<file path="config.mk">
export PLATFORM = sky130hd
export DESIGN_NAME = atsch_div_stage
export DESIGN_NICKNAME = d
export VERILOG_FILES = /design/src/atsch_pkg.sv /design/src/atsch_div_stage.sv
export SDC_FILE = /design/constraint.sdc
export NUM_CORES = 1
export LEC_CHECK = 0
export ABC_AREA = 1
export BUFFER_PORTS_ARGS = -buffer_cell sky130_fd_sc_hd__clkbuf_2
export CAP_MARGIN = 5
export CORE_MARGIN = 8
export CORE_UTILIZATION = 45
export CTS_BUF_LIST = sky130_fd_sc_hd__clkbuf_16
export DETAILED_ROUTE_END_ITERATION = 8
export PLACE_DENSITY = 0.75
export SLEW_MARGIN = 20
export SYNTH_ARGS = -nofsm -noshare
export SYNTH_HDL_FRONTEND = slang
export SYNTH_SLANG_ARGS = --single-unit
</file>
<file path="constraint.sdc">
create_clock -name i_clk -period 13.31 [get_ports i_clk]
set_input_delay 3.3275 -clock i_clk [delete_from_list [all_inputs] [get_ports i_clk]]
set_output_delay 3.3275 -clock i_clk [all_outputs]
set_load 0.03 [all_outputs]
</file>
<file path="src/atsch_pkg.sv">
// package for the altitude tone schedule
// holds config indexes, reset values and the divider and sideband types
package atsch_pkg;

    localparam int unsigned DEFAULT_START_ALT = 1600;
    localparam int unsigned DEFAULT_FULL_ALT  = 800;

    localparam logic [15:0] START_RST      = 16'(DEFAULT_START_ALT);
    localparam logic [15:0] FULL_RST       = 16'(DEFAULT_FULL_ALT);
    localparam logic [15:0] FREQ_START_RST = 16'd4000;
    localparam logic [15:0] FREQ_GND_RST   = 16'd24000;
    localparam logic [15:0] CLAMP_LOW_RST  = 16'd4000;
    localparam logic [15:0] CLAMP_HIGH_RST = 16'd24000;
    localparam logic [15:0] FULL_LVL_RST   = 16'h0000;
    localparam logic [15:0] FLOOR_LVL_RST  = 16'hE200;
    localparam logic [15:0] SILENT_LEVEL   = 16'hB000;

    localparam int unsigned DIV_STEPS  = 4;
    localparam int unsigned DIV_STAGES = 16 / DIV_STEPS;
    // distance, product and load stages, divider slices, output register
    localparam int unsigned PIPE_DEPTH = DIV_STAGES + 4;

    typedef enum logic [2:0] {
        CFG_START_ALT  = 3'd0,
        CFG_FREQ_START = 3'd1,
        CFG_FREQ_GND   = 3'd2,
        CFG_CLAMP_LOW  = 3'd3,
        CFG_CLAMP_HIGH = 3'd4,
        CFG_FULL_LVL   = 3'd5,
        CFG_FLOOR_LVL  = 3'd6
    } t_cfg_idx;

    // partial remainder and dividend bits; quotient bits fill lo from the bottom
    typedef struct packed {
        logic [15:0] rem;
        logic [15:0] lo;
    } t_div;

    typedef struct packed {
        logic neg_p;
        logic neg_l;
        logic above;
        logic in_full;
    } t_side;

endpackage

</file>
<file path="src/atsch_div_stage.sv">
// one registered slice of the restoring divider, DIV_STEPS quotient bits per slice
// depends on atsch_pkg
module atsch_div_stage (
    input  logic              i_clk,
    input  logic              i_en,
    input  logic [15:0]       i_den,
    input  atsch_pkg::t_div   i_d,
    output atsch_pkg::t_div   o_d
);
    import atsch_pkg::*;

    t_div r_d;
    t_div n_d;

    always_comb begin
        logic [16:0] t;
        n_d = i_d;
        for (int k = 0; k < int'(DIV_STEPS); k++) begin
            t = {n_d.rem, n_d.lo[15]};
            if (t >= {1'b0, i_den}) begin
                n_d.rem = 16'(t - {1'b0, i_den});
                n_d.lo  = {n_d.lo[14:0], 1'b1};
            end else begin
                n_d.rem = t[15:0];
                n_d.lo  = {n_d.lo[14:0], 1'b0};
            end
        end
    end

    always_ff @(posedge i_clk) begin
        if (i_en) begin
            r_d <= n_d;
        end
    end

    assign o_d = r_d;

endmodule

</file>
==> results.py, run 1 <==
metrics = {
    "grt": {
        "number_of_global_route_vias_before_repair": 4455,
        "grt_antenna_before_repair": 0,
        "overflow": 0,
        "grt_first_pass_wirelength_um": 20600,
        "grtUsageTotal_pct": 17.3,
        "grt_max_degree": 33,
    },
    "sta": {
        "hold_slack_ns": 3.22,
        "slew_headroom_pct": 47.6,
        "fmax_achieved_mhz": 89.5,
        "finalCriticalPeriod_ns": 11.17,
        "timing_worst_slew_pin_value_ns": 0.787,
        "setup_viol": 0,
        "unrepaired_setup_endpoints_after_global_routing": "no",
        "fin_tns_setup_ns": 0,
        "final_hold_viol_count": 0,
        "period_share_pct": 83.9,
        "slew_viol_final": 0,
    },
    "clock_tree": {
        "ctsResizeCount": 0,
        "number_of_buffers_inserted_by_post_cts_setup_repair": 0,
        "clock_tree.htree_level_count": 2,
        "path_clk_slew_ns": 0.06,
        "cts-root-buf": "sky130_fd_sc_hd__clkbuf_16",
        "cts-hold-fix-buffers": 0,
        "tritoncts.num_buffers": 5,
        "numClockSinks": 32,
        "max-clock-path-buffers": 2,
        "cts_tree": "built",
    },
    "detailed_routing": {
        "wl_per_cell_um": 13.5,
        "drc": 0,
        "ant_nets": 0,
        "via_count_of_the_routed_design": 4664,
        "routed_wl_um": 12300,
        "drt_iter0_markers": 241,
        "vias_per_cell": 5.11,
        "detail_route.first_pass.iterations": 5,
    },
    "floorplanning": {
        "die_h_um": 120,
        "floorplan.initialDensity_pct": 45.4,
        "ioPinCount": 82,
        "floorplan.rows": 38,
        "die_area_um2": 14400,
        "core_area_um2": 10700,
        "dieWidth_um": 120,
    },
    "placed_design": {
        "port-buffer-count": 81,
        "hpwlAfterDp_um": 10700,
        "gpl.final_weighted_congestion": 0.975,
    },
    "logic_synthesis": {
        "yosysWarningCount": 0,
        "ys_dominant_reg_cell": "sky130_fd_sc_hd__edfxtp_1",
        "syn_inst": 693,
        "postSynthNetCount": 811,
        "synth_sequential_area_ratio_pct": 19.8,
        "post_synth_num_cell_types": 42,
        "mappedNetlistArea_um2": 4860,
        "edff_count_synth": 32,
        "async_flop_share_pct": 0,
        "synth.avg_cell_area_um2": 7.01,
        "synth.ff_latch_count": 32,
    },
    "worst_setup_path": {
        "timing.critical_path.fanout_max": 31,
        "timing.critical_path.buf_inv": 6,
        "critPathMaxStageDelay_ns": 0.49,
        "cp_data_arrival_time_ns": 11.20,
        "kind_of_launch_point_of_the_worst_setup_path": "input pin",
        "criticalPathCategory": "input pin to flop",
        "crit_family": "simple AND/OR/NAND/NOR gates",
        "most_numerous_cell_on_the_critical_path": "sky130_fd_sc_hd__nand2_1",
        "slowest_stage": "sky130_fd_sc_hd__o21ai_0",
        "cp_capture_type": "flop",
        "timing.critical_path.required_ns": 13.33,
    },
    "hold_path": {
        "hold_end": "o_d[7]",
        "cell_depth_of_the_worst_min_delay_path": 1,
        "min_from": "i_d[3]",
        "worst_hold_path_type": "input pin to flop",
    },
    "finish": {
        "final_layout_size_suffix_gt1_share_pct": 17.4,
        "n_fill_cell": 1100,
        "diodes": 0,
        "largest_register_ffs": 32,
        "fin_nets": 889,
        "syn2layout_area_growth_pct": 13.7,
    },
    "pwr": {
        "power_density_nw_per_um2": 284,
        "vdd.ir_drop.worst_uv": 192,
        "power.static_leakage_nw": 2.90,
    },
    "job": {
        "max_cap_viol_count": 0,
    },
    "status": {
        "outcome": "complete, no violations",
    },
}
==> cell families after synthesis <==
family	count (synthesis)	synth area share (%)
AO/OA/AOI/OAI	129	14.9
AND/OR/NAND/NOR	323	30.0
buffers and inverters	89	7.80
flip-flops	32	19.8
adder cells (fa/ha/maj)	68	18.1
XOR/XNOR	52	9.38
==> through the flow <==
step	area [um^2]	power [mW]	setup slack, ns	utilization [%]	std cells
global placement	5360	1.42	2.14	50.1	904
global route	5520	1.74	1.09	51.6	912
detailed placement	5360	1.43	1.98	50.1	904
CTS	5520	1.57	2.23	51.6	912
finish	5520	1.57	2.14	51.6	912
floorplan	4860	1.25	3.50	-	693
==> cell type report <==
class                      count  area [um^2]  share of cell area (%)
multi-input combinational    572         3520                    63.7
sequential                    32          961                    17.4
timing repair buffer          81          405                    7.34
inverter                      79          297                    5.37
tap                          140          175                    3.17
clock buffer                   5          125                    2.27
clock inverter                 3         42.5                   0.770
==> synthesized netlist by cell type (2+ instances only) <==
master / instances / share of area [%]
sky130_fd_sc_hd__nand3_2: 5 / 1.0
sky130_fd_sc_hd__o21a_1: 5 / 0.77
sky130_fd_sc_hd__xor2_1: 23 / 4.1
sky130_fd_sc_hd__nor4_1: 2 / 0.26
sky130_fd_sc_hd__a21oi_1: 59 / 6.1
sky130_fd_sc_hd__edfxtp_1: 32 / 20
sky130_fd_sc_hd__nor2_1: 35 / 2.7
sky130_fd_sc_hd__a31oi_1: 7 / 0.90
sky130_fd_sc_hd__inv_2: 6 / 0.46
sky130_fd_sc_hd__nand4_1: 9 / 1.2
sky130_fd_sc_hd__nand3b_1: 3 / 0.46
sky130_fd_sc_hd__buf_6: 4 / 0.93
sky130_fd_sc_hd__xnor2_1: 29 / 5.2
sky130_fd_sc_hd__inv_1: 73 / 5.6
sky130_fd_sc_hd__nand2_2: 23 / 3.0
sky130_fd_sc_hd__nor3_1: 7 / 0.72
sky130_fd_sc_hd__nand2_1: 200 / 15
sky130_fd_sc_hd__buf_2: 3 / 0.31
sky130_fd_sc_hd__a21o_1: 10 / 1.5
sky130_fd_sc_hd__o21ai_0: 26 / 2.7
sky130_fd_sc_hd__nand3_1: 26 / 2.7
sky130_fd_sc_hd__buf_4: 3 / 0.46
sky130_fd_sc_hd__fa_1: 4 / 1.6
sky130_fd_sc_hd__nor2_2: 2 / 0.26
sky130_fd_sc_hd__nand2_4: 3 / 0.70
sky130_fd_sc_hd__o21ai_1: 11 / 1.1
sky130_fd_sc_hd__ha_1: 64 / 16
sky130_fd_sc_hd__a21boi_0: 4 / 0.62
sky130_fd_sc_hd__o21bai_1: 2 / 0.31
==> cells in the final DEF (no fill, tap or decap), types with 11 or more instances in the layout <==
master,count
sky130_fd_sc_hd__nand2_1,200
sky130_fd_sc_hd__clkbuf_2,81
sky130_fd_sc_hd__inv_1,73
sky130_fd_sc_hd__ha_1,64
sky130_fd_sc_hd__a21oi_1,59
sky130_fd_sc_hd__nor2_1,35
sky130_fd_sc_hd__edfxtp_1,32
sky130_fd_sc_hd__xnor2_1,29
sky130_fd_sc_hd__nand3_1,26
sky130_fd_sc_hd__o21ai_0,26
sky130_fd_sc_hd__nand2_2,23
sky130_fd_sc_hd__xor2_1,23
sky130_fd_sc_hd__o21ai_1,11
==> worst max path at each step <==
stage	to	depth (start not counted)	start
6_report	o_d[22]	45	i_den[1]
5_1_grt	o_d[25]	45	i_den[1]
4_1_cts	o_d[22]	45	i_den[1]
3_5_place_dp	o_d[22]	44	i_den[1]
3_3_place_gp	o_d[16]	45	i_den[1]
2_1_floorplan	o_d[23]	48	i_den[7]
==> metal layers <==
layer  share of wire (%)  track usage (%)
met1                  46             20.8
met2                  47             31.1
met3                 5.7             3.01
met4                 1.4             4.14
met5                   0                0
==> power breakdown <==
| group | internal (mW) | switching, mW |
|---|---|---|
| registers | 0.196 | 0.00702 |
| clock network | 0.0878 | 0.0416 |
| logic | 0.464 | 0.770 |
| total | 0.748 | 0.819 |
Power figures use the tool's default switching activity.
==> run 2: changes to the inputs <==
--- a/config.mk
+++ b/config.mk
@@ -12,7 +12,7 @@
 export CORE_UTILIZATION = 45
 export CTS_BUF_LIST = sky130_fd_sc_hd__clkbuf_16
 export DETAILED_ROUTE_END_ITERATION = 8
-export PLACE_DENSITY = 0.75
+export PLACE_DENSITY = 0.78
 export SLEW_MARGIN = 20
 export SYNTH_ARGS = -nofsm -noshare
 export SYNTH_HDL_FRONTEND = slang
==> constraint.sdc (replaced) <==
create_clock -name i_clk -period 9.9 [get_ports i_clk]
set_input_delay 2.475 -clock i_clk [delete_from_list [all_inputs] [get_ports i_clk]]
set_output_delay 2.475 -clock i_clk [all_outputs]
set_load 0.03 [all_outputs]
==> run 2 against run 1 <==
Effect of this change:
- sequential power grew 34%
- clock power grew 30%
- hold slack lost 0.84 ns
- flip-flop and latch count is the same
- via count grew 3.9%
- critical path type unchanged
- largest cell class unchanged
==> results.py, run 2 (same netlist as run 1, synthesis figures left out) <==
metrics = {
    "pwr": {
        "vdd.ir_drop.worst_uv": 237,
        "power.static_leakage_nw": 2.98,
        "p_clk_share_pct": 7.6,
        "cellInternalPower_mw": 1.05,
        "power_density_nw_per_um2": 389,
        "switchingPower_mw": 1.15,
        "combinational_power_share_pct": 80.0,
        "power.share.switching_pct": 52.4,
        "sequentialPowerShare_pct": 12.4,
    },
    "detailed_routing": {
        "drc": 0,
        "via_count_of_the_routed_design": 4847,
        "vias_per_cell": 5.21,
        "ant_nets": 0,
        "drt_iter0_markers": 291,
        "detail_route.first_pass.iterations": 6,
        "routed_wl_um": 13000,
        "wl_per_cell_um": 14.0,
    },
    "finish": {
        "multiInputGateArea_um2": 3530,
        "diodes": 0,
        "final_layout_size_suffix_gt1_share_pct": 19.4,
        "stdcell_area_um2": 5670,
        "final_common_cell": "sky130_fd_sc_hd__nand2_1",
        "layout.cells.non_filler": 930,
        "mostFrequentLayoutCells": "200 x sky130_fd_sc_hd__nand2_1, 81 x sky130_fd_sc_hd__clkbuf_2, 73 x sky130_fd_sc_hd__inv_1",
        "largest_register_ffs": 32,
        "n_fill_cell": 1042,
        "area.sequential_um2": 961,
        "fin_util_pct": 53.0,
        "syn2layout_area_growth_pct": 16.8,
        "fin_nets": 907,
    },
    "sta": {
        "slew_headroom_pct": 49.0,
        "period_share_pct": 93.6,
        "timing_worst_slew_pin_value_ns": 0.765,
        "fmax_achieved_mhz": 108,
        "setup_viol": 0,
        "finalCriticalPeriod_ns": 9.26,
        "final_hold_viol_count": 0,
        "post-route-worst-setup-slack_ns": 0.637,
        "slew_viol_final": 0,
        "fin_tns_setup_ns": 0,
    },
    "worst_setup_path": {
        "critPathMaxStageDelay_ns": 0.43,
        "criticalPathCategory": "input pin to flop",
        "cp_capture_type": "flop",
        "timing.critical_path.fanout_max": 24,
        "timing.critical_path.required_ns": 9.92,
        "most_numerous_cell_on_the_critical_path": "sky130_fd_sc_hd__nand2_1",
        "slowest_stage": "sky130_fd_sc_hd__ha_1",
        "cp_data_arrival_time_ns": 9.28,
        "kind_of_launch_point_of_the_worst_setup_path": "input pin",
    },
    "clock_tree": {
        "cts_tree": "built",
        "cts-root-buf": "sky130_fd_sc_hd__clkbuf_16",
        "path_clk_slew_ns": 0.05,
        "clock_tree.htree_level_count": 2,
        "tritoncts.num_buffers": 5,
        "cts-hold-fix-buffers": 0,
        "numClockSinks": 32,
        "max-clock-path-buffers": 2,
    },
    "floorplanning": {
        "ioPinCount": 82,
        "floorplan.rows": 38,
        "core_area_um2": 10700,
        "dieWidth_um": 120,
        "die_area_um2": 14400,
        "die_h_um": 120,
        "floorplan.initialDensity_pct": 45.4,
    },
    "grt": {
        "grtUsageMet2_pct": 30.5,
        "number_of_global_route_vias_before_repair": 4580,
        "overflow": 0,
        "grt_use_met3_pct": 3.33,
        "global_route.peak_usage_layer": "met2",
        "grt_first_pass_wirelength_um": 21200,
        "grt_max_degree": 33,
        "globalRouteMet1Util_pct": 22.0,
        "grt_antenna_before_repair": 0,
        "grtUsageTotal_pct": 17.8,
    },
    "placed_design": {
        "placedCellCount": 921,
        "detailedPlace.worstSlack_ns": -0.0222,
        "gpl.final_weighted_congestion": 0.968,
        "port-buffer-count": 81,
        "hpwlAfterDp_um": 11200,
        "dpl_cell_area_um2": 5480,
    },
    "job": {
        "max_cap_viol_count": 0,
    },
    "status": {
        "outcome": "complete, no violations",
    },
    "hold_path": {
        "cell_depth_of_the_worst_min_delay_path": 1,
        "worst_hold_path_type": "input pin to flop",
    },
}
-- run 2: cell types whose count changed in the layout (fill, tap and decap cells not counted), moves of 2 or more --
cell                       delta
sky130_fd_sc_hd__a21oi_1      -2
sky130_fd_sc_hd__a21oi_2      +2
sky130_fd_sc_hd__buf_4       +18
sky130_fd_sc_hd__clkinv_1     +2
sky130_fd_sc_hd__o21ai_0      -2
sky130_fd_sc_hd__o21ai_1      +2
-- run 2: worst paths after layout --
kind      from       to
max   i_den[3]  o_d[22]
min     i_d[7]  o_d[11]
-- run 2: final cells by class --
class	count	area share, %
multi-input combinational	572	62.3
sequential	32	16.9
timing repair buffer	99	9.53
inverter	79	5.31
tap	140	3.09
clock buffer	5	2.21
clock inverter	3	0.662
-- run 2: power by group through the flow --
stage	clock, mW	combinational, mW	sequential, mW
finish	0.168	1.76	0.273
global route	0.175	1.97	0.278
CTS	0.172	1.74	0.274
detailed placement	0	1.72	0.277
global placement	0	1.69	0.275
floorplan	0	1.31	0.369
-- run 2: routing by layer --
metal / share of wire, % / vias up / routed length, um
li1: - / 2512 / -
met1: 44 / 2121 / 5670
met2: 46 / 190 / 5960
met3: 8.2 / 24 / 1070
met4: 2.4 / 0 / 308
met5: 0 / - / 0
-- run 2: repair_timing --
item,4_1_cts,5_1_grt
resized for setup,0,9
endpoints found under the setup margin,0,17
setup buffers,0,1
-- run 2: stage by stage --
step                total power [mW]  hold WS (ns)
global placement                1.96          2.65
global route                    2.42          2.38
floorplan                       1.68          2.57
finish                          2.20          2.38
detailed placement              1.99          2.66
CTS                             2.18          2.38
-- run 2: worst max-delay path, delay by kind of cell --
| family | cells | cell delay [ns] |
|---|---|---|
| AOI/OAI and AO/OA | 11 | 2.31 |
| adders and majority gates | 4 | 1.37 |
| buffers and inverters | 6 | 0.75 |
| and+or+nand+nor | 21 | 2.38 |
